===== src/hw/rtl/xscs_pkg.sv =====
// Shared types, constants and helpers for the XML stream character sanitizer.
package xscs_pkg;

	// Code units that steer tag and quote tracking.
	localparam logic [15:0] CU_LT   = 16'h003C;
	localparam logic [15:0] CU_GT   = 16'h003E;
	localparam logic [15:0] CU_APOS = 16'h0027;
	localparam logic [15:0] CU_QUOT = 16'h0022;
	localparam logic [15:0] CU_AMP  = 16'h0026;
	localparam logic [15:0] CU_G    = 16'h0067;
	localparam logic [15:0] CU_T    = 16'h0074;
	localparam logic [15:0] CU_SEMI = 16'h003B;

	// Bounds of the valid character ranges and the surrogate ranges.
	localparam logic [15:0] CU_TAB      = 16'h0009;
	localparam logic [15:0] CU_LF       = 16'h000A;
	localparam logic [15:0] CU_CR       = 16'h000D;
	localparam logic [15:0] CU_SPACE    = 16'h0020;
	localparam logic [15:0] CU_BMP_LO_HI = 16'hD7FF;
	localparam logic [15:0] CU_BMP_HI_LO = 16'hE000;
	localparam logic [15:0] CU_BMP_HI_HI = 16'hFFFD;
	localparam logic [15:0] CU_HSUR_LO  = 16'hD800;
	localparam logic [15:0] CU_HSUR_HI  = 16'hDBFF;
	localparam logic [15:0] CU_LSUR_LO  = 16'hDC00;
	localparam logic [15:0] CU_LSUR_HI  = 16'hDFFF;

	// Depth of the command queue between front and back.
	localparam int QDEPTH = 4;
	localparam int QPTR_W = $clog2(QDEPTH);
	localparam int QCNT_W = $clog2(QDEPTH + 1);

	// One input item.
	typedef struct packed {
		logic [15:0] code_unit;
		logic        end_of_string;
	} in_item_t;

	// One result item.
	typedef struct packed {
		logic [15:0] out_unit;
		logic        last_of_run;
	} out_item_t;

	// What the back part has to emit for one input item.
	typedef enum logic [1:0] {
		CMD_SINGLE,
		CMD_PAIR,
		CMD_ESCAPE
	} cmd_kind_t;

	// Queue entry from front to back.
	typedef struct packed {
		cmd_kind_t   kind;
		logic [15:0] unit_a;
		logic [15:0] unit_b;
	} cmd_t;

	// Units of the '&gt;' replacement, in order.
	function automatic logic [15:0] esc_unit(input logic [1:0] idx);
		logic [15:0] u;
		case (idx)
			2'd0:    u = CU_AMP;
			2'd1:    u = CU_G;
			2'd2:    u = CU_T;
			default: u = CU_SEMI;
		endcase
		return u;
	endfunction

endpackage


===== src/hw/rtl/xml_stream_char_sanitizer_core.sv =====
// Top level of the XML stream character sanitizer.
//
// Input channel unit_valid/unit_stall/unit_item carries one UTF-16 code unit
// per item with an end-of-string flag. Output channel res_valid/res_stall/
// res_item carries sanitized code units; last_of_run marks the final result
// caused by one input item. An input item produces zero to four results.
// An item is accepted at a rising edge with valid high and stall low.
// The first result of an item passes through the command queue and then the
// output register before it is offered on the port. One input item is taken
// per cycle while unit_stall is low; the back part emits the results of an
// item one after another, so an item that expands to '&gt;' or to a surrogate
// pair occupies it longer. A four-entry command queue between front and back
// absorbs such bursts; unit_stall rises only when that queue is full. When the
// receiver stalls, the output register holds its item and the queue fills,
// after which the input is stalled. Asynchronous reset clears the tag, quote
// and held-surrogate state, empties the queue and drops res_valid.
module xml_stream_char_sanitizer_core import xscs_pkg::*; (
	input  logic      clk,
	input  logic      arst_n,
	input  logic      unit_valid,
	output logic      unit_stall,
	input  in_item_t  unit_item,
	output logic      res_valid,
	input  logic      res_stall,
	output out_item_t res_item
);

	logic q_full;
	logic q_push;
	cmd_t q_cmd;
	logic q_pop;
	logic q_not_empty;
	cmd_t q_head;

	// Classification and state tracking.
	xscs_front u_front (
		.clk        (clk),
		.arst_n     (arst_n),
		.unit_valid (unit_valid),
		.unit_stall (unit_stall),
		.unit_item  (unit_item),
		.q_full     (q_full),
		.q_push     (q_push),
		.q_cmd      (q_cmd)
	);

	// Command queue.
	xscs_queue u_queue (
		.clk       (clk),
		.arst_n    (arst_n),
		.push      (q_push),
		.push_cmd  (q_cmd),
		.full      (q_full),
		.pop       (q_pop),
		.not_empty (q_not_empty),
		.head      (q_head)
	);

	// Result expansion.
	xscs_back u_back (
		.clk       (clk),
		.arst_n    (arst_n),
		.cmd_valid (q_not_empty),
		.cmd       (q_head),
		.cmd_pop   (q_pop),
		.res_valid (res_valid),
		.res_stall (res_stall),
		.res_item  (res_item)
	);

endmodule


===== src/hw/rtl/xscs_front.sv =====
// Front part: accepts input items, tracks tag and quote state, and issues commands.
module xscs_front import xscs_pkg::*; (
	input  logic     clk,
	input  logic     arst_n,
	input  logic     unit_valid,
	output logic     unit_stall,
	input  in_item_t unit_item,
	input  logic     q_full,
	output logic     q_push,
	output cmd_t     q_cmd
);

	logic        in_tag_q;
	logic        in_quote_q;
	logic        quote_dbl_q;
	logic        held_valid_q;
	logic [15:0] held_unit_q;

	logic [15:0] u;
	logic        eos;
	logic        accept;
	logic        is_xml;
	logic        is_high;
	logic        is_low;
	logic        pair;
	logic        nxt_tag;
	logic        nxt_quote;
	logic        nxt_dbl;
	logic        escape;
	logic        emit;
	logic        hold;

	assign u          = unit_item.code_unit;
	assign eos        = unit_item.end_of_string;
	assign unit_stall = q_full;
	assign accept     = unit_valid && !q_full;

	// Character classes.
	always_comb begin
		is_xml = (u == CU_TAB) || (u == CU_LF) || (u == CU_CR)
			|| ((u >= CU_SPACE) && (u <= CU_BMP_LO_HI))
			|| ((u >= CU_BMP_HI_LO) && (u <= CU_BMP_HI_HI));
		is_high = (u >= CU_HSUR_LO) && (u <= CU_HSUR_HI);
		is_low  = (u >= CU_LSUR_LO) && (u <= CU_LSUR_HI);
	end

	// Next tag and quote state, and the decision for this item.
	always_comb begin
		pair      = held_valid_q && is_low;
		nxt_tag   = in_tag_q;
		nxt_quote = in_quote_q;
		nxt_dbl   = quote_dbl_q;
		escape    = 1'b0;
		if (!pair) begin
			if (u == CU_LT) begin
				nxt_tag = 1'b1;
			end else if (u == CU_GT) begin
				if (in_quote_q || !in_tag_q) begin
					escape = 1'b1;
				end else begin
					nxt_tag = 1'b0;
				end
			end else if ((u == CU_APOS) || (u == CU_QUOT)) begin
				if (in_tag_q) begin
					if (!in_quote_q) begin
						nxt_quote = 1'b1;
						nxt_dbl   = (u == CU_QUOT);
					end else if (quote_dbl_q == (u == CU_QUOT)) begin
						nxt_quote = 1'b0;
					end
				end
			end
		end
		emit = pair || escape || (nxt_tag && !nxt_quote) || is_xml;
		hold = !emit && is_high && !eos;
	end

	// Command towards the queue.
	always_comb begin
		q_push       = accept && emit;
		q_cmd.unit_a = held_unit_q;
		q_cmd.unit_b = u;
		if (pair) begin
			q_cmd.kind = CMD_PAIR;
		end else if (escape) begin
			q_cmd.kind = CMD_ESCAPE;
		end else begin
			q_cmd.kind = CMD_SINGLE;
		end
	end

	// Stream state; end of string clears it.
	always_ff @(posedge clk or negedge arst_n) begin
		if (!arst_n) begin
			in_tag_q     <= 1'b0;
			in_quote_q   <= 1'b0;
			quote_dbl_q  <= 1'b0;
			held_valid_q <= 1'b0;
		end else if (accept) begin
			if (eos) begin
				in_tag_q     <= 1'b0;
				in_quote_q   <= 1'b0;
				quote_dbl_q  <= 1'b0;
				held_valid_q <= 1'b0;
			end else begin
				in_tag_q     <= nxt_tag;
				in_quote_q   <= nxt_quote;
				quote_dbl_q  <= nxt_dbl;
				held_valid_q <= hold;
			end
		end
	end

	// Held high surrogate.
	always_ff @(posedge clk) begin
		if (accept && hold) begin
			held_unit_q <= u;
		end
	end

endmodule


===== src/hw/rtl/xscs_queue.sv =====
// Short command queue that decouples the front part from the back part.
module xscs_queue import xscs_pkg::*; (
	input  logic clk,
	input  logic arst_n,
	input  logic push,
	input  cmd_t push_cmd,
	output logic full,
	input  logic pop,
	output logic not_empty,
	output cmd_t head
);

	cmd_t              mem_q [QDEPTH];
	logic [QPTR_W-1:0] wr_ptr_q;
	logic [QPTR_W-1:0] rd_ptr_q;
	logic [QCNT_W-1:0] count_q;
	logic              do_pop;

	assign full      = (count_q == QCNT_W'(QDEPTH));
	assign not_empty = (count_q != '0);
	assign head      = mem_q[rd_ptr_q];
	assign do_pop    = pop && not_empty;

	// Pointers and fill count.
	always_ff @(posedge clk or negedge arst_n) begin
		if (!arst_n) begin
			wr_ptr_q <= '0;
			rd_ptr_q <= '0;
			count_q  <= '0;
		end else begin
			if (push) begin
				wr_ptr_q <= wr_ptr_q + 1'b1;
			end
			if (do_pop) begin
				rd_ptr_q <= rd_ptr_q + 1'b1;
			end
			if (push && !do_pop) begin
				count_q <= count_q + 1'b1;
			end else if (do_pop && !push) begin
				count_q <= count_q - 1'b1;
			end
		end
	end

	// Entry storage.
	always_ff @(posedge clk) begin
		if (push) begin
			mem_q[wr_ptr_q] <= push_cmd;
		end
	end

endmodule


===== src/hw/rtl/xscs_back.sv =====
// Back part: expands each command into result items behind an output register.
module xscs_back import xscs_pkg::*; (
	input  logic      clk,
	input  logic      arst_n,
	input  logic      cmd_valid,
	input  cmd_t      cmd,
	output logic      cmd_pop,
	output logic      res_valid,
	input  logic      res_stall,
	output out_item_t res_item
);

	logic [1:0]  step_q;
	logic        res_valid_q;
	out_item_t   res_item_q;
	logic        advance;
	logic        last;
	logic [15:0] unit;

	assign advance   = cmd_valid && (!res_valid_q || !res_stall);
	assign cmd_pop   = advance && last;
	assign res_valid = res_valid_q;
	assign res_item  = res_item_q;

	// Unit for the current step and whether it ends the run.
	always_comb begin
		case (cmd.kind)
			CMD_PAIR: begin
				unit = (step_q == 2'd0) ? cmd.unit_a : cmd.unit_b;
				last = (step_q == 2'd1);
			end
			CMD_ESCAPE: begin
				unit = esc_unit(step_q);
				last = (step_q == 2'd3);
			end
			default: begin
				unit = cmd.unit_b;
				last = 1'b1;
			end
		endcase
	end

	// Step counter and output valid.
	always_ff @(posedge clk or negedge arst_n) begin
		if (!arst_n) begin
			step_q      <= '0;
			res_valid_q <= 1'b0;
		end else begin
			if (advance) begin
				step_q      <= last ? 2'd0 : step_q + 2'd1;
				res_valid_q <= 1'b1;
			end else if (!res_stall) begin
				res_valid_q <= 1'b0;
			end
		end
	end

	// Output payload.
	always_ff @(posedge clk) begin
		if (advance) begin
			res_item_q.out_unit    <= unit;
			res_item_q.last_of_run <= last;
		end
	end

endmodule


===== config.mk =====
export PLATFORM = sky130hd
export DESIGN_NAME = xml_stream_char_sanitizer_core
export DESIGN_NICKNAME = d
export VERILOG_FILES = /design/src/hw/rtl/xscs_pkg.sv /design/src/hw/rtl/xml_stream_char_sanitizer_core.sv /design/src/hw/rtl/xscs_front.sv /design/src/hw/rtl/xscs_queue.sv /design/src/hw/rtl/xscs_back.sv
export SDC_FILE = /design/constraint.sdc
export NUM_CORES = 1
export LEC_CHECK = 0
export BUFFER_PORTS_ARGS = -buffer_cell sky130_fd_sc_hd__buf_4
export CORE_ASPECT_RATIO = 1.75
export CORE_UTILIZATION = 35
export CTS_BUF_LIST = sky130_fd_sc_hd__clkbuf_16
export CTS_CLUSTER_DIAMETER = 100
export DETAILED_ROUTE_END_ITERATION = 8
export PLACE_DENSITY = 0.6
export RECOVER_POWER = 50
export SYNTH_ARGS = -nofsm -noshare
export SYNTH_HDL_FRONTEND = slang
export SYNTH_HIERARCHICAL = 1
export SYNTH_SLANG_ARGS = --single-unit

===== constraint.sdc =====
create_clock -name clk -period 5.25 [get_ports clk]
set_input_delay 1.05 -clock clk [delete_from_list [all_inputs] [get_ports clk]]
set_output_delay 1.05 -clock clk [all_outputs]
set_load 0.01 [all_outputs]

; Word level (Yosys, flattened, before mapping)
; Memories as Yosys holds them, arrays and structs flattened.
; Index checks and enable logic that the tools add are counted.
[op_classes]
add_sub_neg = 5
mul = 0
div = 0
magnitude_cmp = 8
n_eq_ne = 19
shifts = 0
mux = 38
bitwise_logic = 0
n_reduce_logical = 41
[ops]
columns = cell, count
row1 = 16-bit by 6-bit == test with 1-bit output (second input constant), 4
row2 = 16-bit <= comparator (second input constant), 4
row3 = 16-bit by 4-bit == test with 1-bit output (second input constant), 3
row4 = 16-bit >= comparator (second input constant), 3
row5 = 16-bit case mux with 2 select lines, 1
row6 = 1-bit two-way mux, 29
row7 = 7-bit case mux with 3 select lines, 1
row8 = 16-bit by 6-bit >= comparator with 1-bit output (second input constant), 1
row9 = 1-bit logical AND, 16
row10 = 16-bit two-way mux, 1
row11 = 1-bit logical OR, 10
row12 = 1-bit zero test, 9
row13 = 2-bit != test (second input constant), 4
row14 = 7-bit AND reduction, 1
row15 = 2-bit by 1-bit adder with 2-bit output (second input constant), 3
row16 = 2-bit == test (second input constant), 3
row17 = 2-bit two-way mux, 3
row18 = 3-bit two-way mux, 2
row19 = 2-bit nonzero test, 3
row20 = 2-bit by 1-bit == test with 1-bit output (second input constant), 2
row21 = 3-bit by 1-bit adder with 3-bit output (second input constant), 1
row22 = 3-bit == test (second input constant), 1
row23 = 3-bit nonzero test, 1
row24 = 3-bit by 1-bit subtractor with 3-bit output (second input constant), 1
row25 = other kinds (4), 4
[totals]
ff_bits = 47
latch_bits = 0
mem_bits_rw = 136
rom_bits = 0
inputBits = 21
out_inout_bits = 19
elab_cells = 124
mem_count = 1
[mem_list]
columns = name, depth, word_bits, rd, rd_ports_with_merged_regs, wr, line_no
row1 = u_queue.mem_q, 4, 34, 1, 0, 1, xscs_queue.sv:13  ; cmd_t mem_q [QDEPTH];

; Logic depth before layout (Yosys ltp)
; Gate-level depths: netlist of the first run.
[depth]
depth_word = 18
mapped_depth = 14
ltp_nobuf = 12

; Hierarchy
; The synthesis of the first run kept the hierarchy.
[by_module_without_submodules]
columns = module, n_inst, cells_each, area_each_um2
row1 = xscs_queue, 1, 212, 5356.4
row2 = xscs_back, 1, 96, 1158.6
row3 = xscs_front, 1, 93, 1078.5

; Least setup slack after synthesis of the first run
; Ideal clock, no wire load.
[synth_timing]
path_type = input to register
start = in unit_item[7] (netlist bit)
end = mem u_queue/mem_q[0][0] (netlist bit) (enable)
setup_time_ps = 394
t_arrival_ps = 3142
required_ps = 4856
slack_ps = 1713
cell_stages = 6
n_path_buf = 0
cell_sequence = nor4_4 > and4_4 > a31o_1 > nand4b_1 > a21oi_1 > and2_1
[synth_between]
elab_chain_len = 16
word_cells_on_any_way = 44
classes_between = 6 x order compare / 8 x eq/ne / 15 x mux / 15 x reduce/logical
[synth_lines]
columns = item, line_no
row1 = start: declaration, xml_stream_char_sanitizer_core.sv:22  ; input in_item_t unit_item,
row2 = 16-bit by 6-bit == test with 1-bit output, "xscs_front.sv:63, xscs_front.sv:68"
row3 = 1-bit == test, xscs_front.sv:68  ; end else if (quote_dbl_q == (u == CU_QUOT)) begin
row4 = 1-bit two-way mux, xscs_front.sv:68
row5 = 1-bit two-way mux, xscs_front.sv:65  ; if (!in_quote_q) begin
row6 = 1-bit two-way mux, xscs_front.sv:64  ; if (in_tag_q) begin
row7 = 1-bit two-way mux, xscs_front.sv:63  ; end else if ((u == CU_APOS) || (u == CU_QUOT)) begin
row8 = 1-bit two-way mux, xscs_front.sv:57  ; end else if (u == CU_GT) begin
row9 = 1-bit two-way mux, xscs_front.sv:55  ; if (u == CU_LT) begin
row10 = 1-bit two-way mux, xscs_front.sv:54  ; if (!pair) begin
row11 = 1-bit zero test, xscs_front.sv:74  ; emit = pair || escape || (nxt_tag && !nxt_quote) || is_xml;
row12 = 1-bit logical AND, xscs_front.sv:74
row13 = 1-bit logical OR, xscs_front.sv:74
row14 = 1-bit logical OR *, xscs_front.sv:74
row15 = 1-bit logical AND *, xscs_front.sv:80  ; q_push = accept && emit;
row16 = via q_push, xml_stream_char_sanitizer_core.sv:29  ; logic q_push;
row17 = 1-bit two-way mux *, xscs_queue.sv:47  ; if (push) begin
row18 = 1-bit two-way mux (implied by the code) *, xscs_queue.sv:48  ; mem_q[wr_ptr_q] <= push_cmd;
row19 = end: declaration, xscs_queue.sv:13
; The timed path passes the listed nets; every way through them passes the cells marked *.

; Worst setup path in the final report of the first run
[layout_timing]
start = in unit_item[7] (netlist bit)
end = reg u_queue.count_q[2]
[layout_between]
elab_chain_len = 17
word_cells_on_any_way = 47
classes_between = 6 x order compare / 8 x eq/ne / 14 x mux / 19 x reduce/logical
[layout_lines]
columns = item, line_no
row1 = 16-bit by 6-bit == test with 1-bit output, "xscs_front.sv:63, xscs_front.sv:68"
row2 = 1-bit == test, xscs_front.sv:68
row3 = 1-bit two-way mux, xscs_front.sv:68
row4 = 1-bit two-way mux, xscs_front.sv:65
row5 = 1-bit two-way mux, xscs_front.sv:64
row6 = 1-bit two-way mux, xscs_front.sv:63
row7 = 1-bit two-way mux, xscs_front.sv:57
row8 = 1-bit two-way mux, xscs_front.sv:55
row9 = [2 not listed], -
row10 = 1-bit logical AND, xscs_front.sv:74
row11 = 1-bit logical OR, xscs_front.sv:74
row12 = 1-bit logical OR *, xscs_front.sv:74
row13 = 1-bit logical AND *, xscs_front.sv:80
row14 = via q_push, xml_stream_char_sanitizer_core.sv:29
row15 = 1-bit zero test, xscs_queue.sv:39  ; end else if (do_pop && !push) begin
row16 = 1-bit logical AND, xscs_queue.sv:39
row17 = 2-bit nonzero test (no source line), -
row18 = end signal: assignment, xscs_queue.sv:38  ; count_q <= count_q + 1'b1;
row19 = end signal: assignment, xscs_queue.sv:40  ; count_q <= count_q - 1'b1;
row20 = end: declaration, xscs_queue.sv:16  ; logic [QCNT_W-1:0] count_q;
; Marked as above.
; A chain may end at the register's enable or synchronous reset.

==> impl.org, run 1 <==
** Setup path
- Category of cells accounting for the largest share of critical-path delay :: simple AND/OR/NAND/NOR gates
- The critical path in this run is classified as input pin to flop.
- In this run the critical register-to-register path is launched from u_queue/rd_ptr_q[0].
- STA classifies the critical path startpoint as an input pin.
- In this run the worst setup path begins at unit_item[7].
- Among all stages on the critical path, the largest delay is contributed by sky130_fd_sc_hd__nor4_1.
- In this design, the stage delay of the slowest critical-path cell is 0.81 ns.
- Critical path peak fanout :: 8
- STA classifies the critical path endpoint as a flop.
- Traced cell by cell, the critical path runs through clkbuf_1 -> nor4_1 -> and4_4 -> a31o_1 -> nand4b_1 -> a21oi_1 -> ha_1 -> inv_1 -> fa_1 -> xor2_1 -> nor2_1 -> xor2_1.
- Number of buffer and inverter stages on the critical path :: 2
- Data on the critical path is required at its endpoint by 5.60 ns.
- Capture point of the worst reg-to-reg path :: u_queue/count_q[1]
- Total number of cells along the worst setup path :: 12
- Following the worst setup path forward leads to its endpoint at u_queue/count_q[2].
- Setup slack on the worst flop-to-flop path :: ~1.5 ns
- Most frequent CP cell :: sky130_fd_sc_hd__xor2_1
- Worst-case reg-to-reg path depth :: 11
- Data on the critical path arrives at its endpoint at about 4.3 ns.

** Power
- Switching share of power :: between 30% and 40%
- Power comes to approximately 4.8 mW.
- Sequential group share of total power :: between 40% and 50%
- Switching Power :: 1.459 mW
- Part of the total power dissipated in combinational logic :: 30.3%
- The analysis attributes to cell leakage a power of roughly 2.9 nW.
- Power spread over the standard cell area amounts to between 500 and 600 nW/um^2.
- Worst vdd rail ir drop :: 223.1 uV
- Internal Pwr Total :: roughly 3.3 mW
- The share of total power dissipated in the clock network is 26.4%.

** Yosys
- Cell types occupying the most area after synthesis :: sky130_fd_sc_hd__edfxtp_1 67%, sky130_fd_sc_hd__mux4_2 8.3%, sky130_fd_sc_hd__dfrtp_1 4.6%
- Counting flops with an async set or reset pin after synthesis yields a share of roughly 7.7%.
- Main combinational cell family by area after synthesis :: multiplexers
- Dividing the synthesized area by the synthesized cell count gives 18.94 um^2.
- Counting every instance in the synthesized netlist gives 401.
- Synth Register Bits :: 183
- During synthesis, Yosys emitted a total of 6 warnings.
- Adder-Cell Fraction of Synth Area :: 2.570%
- Counting flops with a built-in enable in the synthesized netlist gives around 170.
- Synth Area in XOR/XNOR :: 0.8074%
- Syn Nets :: about 440
- The synthesized netlist devotes 5.915% of its cell area to compound gates.
- After Yosys synthesis, and, or, nand and nor cells account for 4.399% of the synthesized area.
- Of all cell types, the one taking the most synthesized area is sky130_fd_sc_hd__edfxtp_1.
- Most used flip-flop cell after synthesis :: sky130_fd_sc_hd__edfxtp_1
- For this run, the register share of the synthesized area comes to 71.45%.
- Yosys top cell area share :: 66.83%
- The mapped netlist covers roughly 7600 um^2.
- Mux cell area share after synthesis :: 10.68%
- Unique cell type count in the Yosys netlist :: 49

** Routing
- Vias after detailed routing :: approximately 3,700
- Routed length per placed instance :: around 19 um
- Starting DRT DRC Count :: 190
- For this block, the routed nets add up to 13,990 um of wire.
- DRC :: 0
- Iteration count of the initial detailed-routing pass :: 4
- Number of vias per cell after detailed routing :: roughly 5.0
- Remaining number of nets flagged by the antenna check after routing :: 0

** Hold path
- The worst hold path begins at u_queue/count_q[2].
- The path class of the tightest hold or removal check is flop to flop.

** Clock tree
- H-tree levels :: 4
- Clock sink count :: 183
- The longest clock path from root to sink contains 2 buffers.
- TritonCTS built the clock tree.
- Buffer count from post-CTS setup fixing :: 0
- Worst-Skew Late Latency :: 0.42 ns
- In this run, post-CTS hold repair placed 0 buffers.
- Clock transition at path regs :: 0.07 ns
- The cell sitting at the root of the clock tree is a sky130_fd_sc_hd__clkbuf_16.
- The number of clock buffers added by TritonCTS is 17.
- In this run, post-CTS repair resized a total of 0 instances.

** Timing
- Worst hold margin :: approximately 0.5 ns
- The smallest clock period supported by the final layout is computed as 3.952 ns.
- Tcrit/Tclk final :: 75.28%
- Worst slew slack as a fraction of its limit :: 26.81%
- Setup repair after global routing left no endpoint under its margin.
- The number of hold violations in the final report came to 0.
- For the final routed database, the setup TNS stands at 0 ns.
- Actual transition at the worst max-transition pin :: 1.098 ns
- Number of slew-limit violations in the final report :: 0
- Setup violations remaining at the end of the flow were counted as 0.
- Static timing analysis puts the maximum clock frequency at ~250 MHz.
- Largest clock skew in the final design :: 0.005268 ns

** Floorplanning
- Site Rows :: 71
- Top Ports :: 40
- Once the floorplan was initialized, standard cells occupied 35.47% of the core.
- DIE HEIGHT :: 196.9 um
- Placeable core area :: about 21,000 um^2
- The die covers 22,310 um^2.
- Measured along the x axis, the die boundary spans around 110 um.

** Cells and area
- Fill cells in the final layout number 1,916.
- The post-route netlist has 19.60% of its cells at a drive strength greater than 1.
- At the end of the flow, the number of nets in the layout was approximately 470.
- The number of antenna diodes in the final layout is 0.
- For this run, the share of the core covered by cells in the final layout is 39.90%.
- Synth-to-Final Area Change :: 12.51%

** GRT
- Aggregate global routing overflow :: 0
- Entering global routing, the biggest net connects 35 pins.
- The first global-routing pass estimated 21,510 um of wire.
- In the global route stage, overall resource usage came out at 13.27%.
- Number of antenna violations at the first check in global routing :: 0
- Via count of the first global-routing pass :: about 3,900

** Placement
- The wire-length estimate of the detail-placed layout is 9239 um.
- Input and output buffers added on the ports amount to 39.
- Weighted congestion at the end of routability-driven global placement :: about 0.77

** Status
- The flow ran to the end, and the final reports show no timing, DRC or antenna violations.

** Run
- Max-cap violations in this run came to 0.
[cells in the final DEF, fill, tap and decap left out, drive strengths merged, types with 3 or more instances in the layout]
cell,count
a21oi,5
a221o,5
a22o,24
and2,4
and4,3
buf,23
clkbuf,42
clkinv,5
dfrtp,14
edfxtp,169
ha,14
inv,22
mux4,34
nand2,8
nand2b,3
nand3,6
nor2,12
nor2b,6
o21ai,10
xnor2,3
xor2,4
[power groups by stage]
stage / logic [mW] / registers [mW] / clock network [mW]
floorplan: 1.14 / 2.08 / 0
global placement: 1.50 / 2.11 / 0
detailed placement: 1.51 / 2.12 / 0
CTS: 1.52 / 2.09 / 1.30
global route: 1.58 / 2.11 / 1.34
finish: 1.45 / 2.08 / 1.27
[flip-flops by register name, indices dropped and copies added (netlist names)]
name and cells:
u_front/held_valid_q 1, u_front/quote_dbl_q 1, u_back/res_item 17, u_queue/mem_q 136, u_front/held_unit_q 16, u_back/step_q 2, u_front/in_quote_q 1, u_queue/count_q 3
u_queue/rd_ptr_q 2, u_front/in_tag_q 1, u_queue/wr_ptr_q 2, u_back/res_valid 1
[area by class of cell]
class / count / area [um^2] / share of cell area, %
Inverter: 15 / 56.30 / 0.6591
Clock buffer: 17 / 425.4 / 4.979
Clock inverter: 15 / 167.7 / 1.963
Tap cell: 292 / 365.4 / 4.277
Timing Repair Buffer: 48 / 266.5 / 3.120
Sequential cell: 183 / 5426 / 63.52
Multi-Input combinational cell: 171 / 1836 / 21.49
[worst register-to-register path, delay by kind of cell (launching register included)]
| kind | cells | cell delay [ns] |
|---|---|---|
| mux | 2 | 0.91 |
| flops | 1 | 0.65 |
| simple gates | 2 | 0.30 |
| fa+ha+maj | 3 | 1.26 |
| compound gates | 1 | 0.17 |
| buf+inv | 3 | 0.34 |
[per-layer routing]
layer / track usage, % / wire [um] / up-vias
li1: - / - / 1679
met1: 13.54 / 5310 / 1901
met2: 25.13 / 7960 / 87
met3: 3.014 / 443 / 13
met4: 6.238 / 274 / 0
met5: 0 / 0 / -
[synth_stat cells, types with 4 or more instances]
master and n:
sky130_fd_sc_hd__and2_1 4, sky130_fd_sc_hd__dfrtp_1 14, sky130_fd_sc_hd__a22o_1 24, sky130_fd_sc_hd__a21oi_1 5, sky130_fd_sc_hd__o21ai_0 10, sky130_fd_sc_hd__buf_2 8, sky130_fd_sc_hd__nand3_1 6, sky130_fd_sc_hd__a221o_1 5
sky130_fd_sc_hd__ha_1 14, sky130_fd_sc_hd__nor2b_1 6, sky130_fd_sc_hd__inv_1 15, sky130_fd_sc_hd__xor2_1 4, sky130_fd_sc_hd__edfxtp_1 169, sky130_fd_sc_hd__mux4_2 28, sky130_fd_sc_hd__mux4_1 6, sky130_fd_sc_hd__buf_4 18
sky130_fd_sc_hd__nor2_1 12, sky130_fd_sc_hd__nand2_1 8
[worst min path at each step]
| stage | endpoint | slack, ns | depth (start not counted) |
|---|---|---|---|
| after detailed placement | u_queue/mem_q[2][26] | 0.48 | 0 |
| after global routing | u_queue/mem_q[1][19] | 0.51 | 0 |
| after CTS | u_back/step_q[0] | 0.46 | 1 |
| after floorplan | u_queue/count_q[2] | 0.45 | 1 |
| final | u_queue/count_q[2] | 0.49 | 1 |
| after global placement | u_queue/count_q[2] | 0.47 | 1 |
[cells by family (layout without fill, tap and decap cells)]
| group | count (synthesis) | after routing |
|---|---|---|
| adder cells (fa/ha/maj) | 15 | 15 |
| AND/OR/NAND/NOR | 55 | 55 |
| buffers and inverters | 47 | 95 |
| XOR/XNOR | 7 | 7 |
| flip-flops | 183 | 183 |
| multiplexers | 36 | 36 |
| AO/OA/AOI/OAI | 58 | 58 |
[through the flow]
step / worst slack [ns] / instances / instance area (um^2)
after global routing: 1.121 / 741 / 8543
after floorplan: 1.713 / 401 / 7594
final: 1.298 / 741 / 8543
after detailed placement: 1.343 / 709 / 8063
after CTS: 1.467 / 741 / 8656
after global placement: 1.386 / 709 / 8063
(Power assumes the default switching activity.)
==> run 2, diff against run 1 <==
==> constraint.sdc (replaced) <==
create_clock -name clk -period 3.95 [get_ports clk]
set_input_delay 0.79 -clock clk [delete_from_list [all_inputs] [get_ports clk]]
set_output_delay 0.79 -clock clk [all_outputs]
set_load 0.01 [all_outputs]
==> run 2 against run 1 <==
Against the previous run: routed wire length grew 1.8%; critical path depth shrank 1; non-clock buffer count grew 5; global-route usage grew 0.43 points; register-to-register slack lost 0.77 ns; final area grew 1.1%; sequential share of layout area shrank 0.72 points; sequential cell count is the same; clock-buffer cell count is the same; worst setup slack lost 0.55 ns; clock skew grew 0.0046 ns; worst hold slack lost 0.012 ns; largest power group unchanged.
==> impl.org, run 2 (synthesis gave the netlist of run 1 again) <==
** Placement
- PortBufs :: 39
- Weighted congestion at the end of routability-driven global placement :: 0.8497
- After detailed placement, the total cell area comes to 8150 um^2.
- Post-detailed-placement half-perimeter wirelength :: 9367 um
- Before CTS, the worst setup slack after placement is between 0.5 and 0.6 ns.

** Cells and area
- Highest-count cells in the layout ignoring fill and taps :: 169 x sky130_fd_sc_hd__edfxtp_1, 28 x sky130_fd_sc_hd__mux4_2, 25 x sky130_fd_sc_hd__clkbuf_1
- Max FFs per register :: 136
- Of the cells placed in the final design, the portion with a size suffix greater than 1 is 20.26%.
- The register with the most flip-flops in the final layout is u_queue/mem_q.
- Final core utilization :: 40.36%
- For this run, the post-layout net count is 477.
- Synth-to-Final Area Change :: 13.79%
- Antenna diode instance count :: 0
- Fillcell total :: 1,900
- Commonest non-fill, non-tap cell in the layout :: sky130_fd_sc_hd__edfxtp_1
- Cell area after layout :: between 8000 and 9000 um^2

** Power
- Worst vdd rail ir drop :: 265.2 uV
- Summed over all cells, the static leakage comes to 2.924 nW.
- Pwr Density :: 746.7 nW/um^2

** Routing
- Vias after detailed routing :: 3,741
- For this run, design rule violations remaining after detail routing come to 0.
- Number of vias per cell after detailed routing :: 5.015
- Final WL :: 14,250 um
- Before antenna repair, the detailed router went through 4 iterations.
- Remaining number of nets flagged by the antenna check after routing :: 0
- In this run, the number of DRC markers left after iteration 0 of detailed routing was 147.
- In the final routed layout, each cell accounts on average for 19.10 um.

** Run
- Count of max-cap constraint violations :: 0

** Floorplanning
- Starting Density :: 35.47%
- The floorplan step defined a die boundary enclosing 22,310 um^2.
- The floorplan has 71 rows.
- The total area inside the core boundary comes to 21,410 um^2.
- Top Ports :: 40
- Die Width :: roughly 110 um
- In this run the vertical extent of the chip is 196.9 um.

** Hold path
- Tightest Hold Check Type :: flop to flop
- Hold worst-path end :: u_queue/count_q[2]
- The startpoint identified for the worst hold timing path is u_queue/count_q[2].
- Along the worst hold path, the cell count comes to 1.

** GRT
- The via count of the first global-routing pass was about 4,000.
- The number of antenna violations at the first check in global routing is 0.
- Aggregate global routing overflow :: 0
- Global-route wire length before repair :: 22,260 um
- Entering global routing, the biggest net connects 35 pins.
- For this run, the total global-route usage over all layers was measured as 13.70%.

** Clock tree
- CTS tree :: built
- After clock tree synthesis, the clock-pin slew on the worst setup and hold paths is 0.07 ns.
- The number of hold buffers added after CTS was 0.
- Number of gates given a new drive strength after cts :: 0
- The clock net in this run drives a total of around 180 sinks.
- Buffer count from post-CTS setup fixing :: 0
- The clock passes through at most 2 buffers.
- TritonCTS created 17 clock buffers.
- Worst-Skew Late Latency :: 0.42 ns
- CTS placed an instance of sky130_fd_sc_hd__clkbuf_16 at the clock tree root.
- H-tree levels :: 4

** Timing
- Number of slew-limit violations in the final report :: 0
- Fin Setup TNS :: 0 ns
- Headroom to the max-slew limit came out at 23.93%.
- Actual transition at the worst max-transition pin :: 1.141 ns
- Final worst path period need :: 3.205 ns
- The number of hold violations in the final report is 0.
- In the post-route analysis, the smallest setup slack over all paths is 0.7451 ns.
- Final setup viols :: 0
- Tcrit/Tclk final :: 81.14%
- Largest clock skew in the final design :: 0.009842 ns
- Derived from the worst setup path, the maximum achievable clock frequency is between 300 and 400 MHz.
- RSZ-0062 raised after global routing :: no

** Setup path
- Endpoint kind of the worst setup timing path :: flop
- Critical path arrival :: roughly 3.6 ns
- Setup slack on the worst flop-to-flop path :: between 0.7 and 0.8 ns
- The critical path is of the flop to flop type.
- Along the worst path, the maximum fanout reaches 10.
- CP startpoint kind :: flop
- Worst-case reg-to-reg path depth :: 11
- The worst register-to-register path ends at u_queue/count_q[2].
- In this run the critical register-to-register path is launched from u_queue/rd_ptr_q[1].
- Critical path required time :: between 4 and 5 ns

** Status
- Outcome :: completed
run 2: worst max-delay path by stage:
stage,startpoint,end,slack [ns],cells after the start
2_1_floorplan,unit_item[7],u_queue/mem_q[0][0],0.67,6
3_3_place_gp,unit_item[7],u_queue/count_q[2],0.62,12
3_5_place_dp,unit_item[7],u_queue/count_q[2],0.58,12
4_1_cts,u_queue/rd_ptr_q[1],u_queue/count_q[2],0.72,11
5_1_grt,u_queue/rd_ptr_q[1],u_queue/count_q[2],0.52,11
6_report,u_queue/rd_ptr_q[1],u_queue/count_q[2],0.75,11
run 2: worst max-delay path: stages (launching register included):
cell and delay, ns:
sky130_fd_sc_hd__dfrtp_1 0.65, sky130_fd_sc_hd__mux4_1 0.42, sky130_fd_sc_hd__ha_1 0.28, sky130_fd_sc_hd__a221oi_1 0.44, sky130_fd_sc_hd__nor2b_1 0.15, sky130_fd_sc_hd__nand2_1 0.14, sky130_fd_sc_hd__ha_1 0.19, sky130_fd_sc_hd__inv_1 0.06
sky130_fd_sc_hd__fa_1 0.37, sky130_fd_sc_hd__xor2_1 0.15, sky130_fd_sc_hd__nor2_1 0.12, sky130_fd_sc_hd__xor2_1 0.16
run 2: metrics by stage:
step	hold slack, ns	power (mW)	std cells
3_3_place_gp	0.4629	4.848	714
3_5_place_dp	0.4698	4.903	714
2_1_floorplan	0.4471	4.280	401
4_1_cts	0.2111	6.571	746
6_report	0.4812	6.452	746
5_1_grt	0.5051	6.778	746
run 2: area by class of cell:
| type | count | area (um^2) | share of cell area [%] |
|---|---|---|---|
| Sequential cell | 183 | 5426 | 62.80 |
| Multi-Input combinational cell | 171 | 1851 | 21.42 |
| Clock buffer | 17 | 425.4 | 4.923 |
| Tap cell | 292 | 365.4 | 4.228 |
| Timing Repair Buffer | 53 | 354.1 | 4.098 |
| Clock inverter | 15 | 162.7 | 1.882 |
| Inverter | 15 | 56.30 | 0.6516 |
run 2: power by group:
group / leakage, nW / internal (mW) / switching, mW
registers: 1.74 / 2.59 / 0.140
logic: 0.907 / 0.957 / 1.09
clock network: 0.283 / 0.986 / 0.691
run 2: routing by layer:
metal | global-route usage [%] | part of all wire [%]
met5 | 0 | 0
met2 | 25.84 | 57
met4 | 6.433 | 1.9
met3 | 2.583 | 3.0
met1 | 14.44 | 38
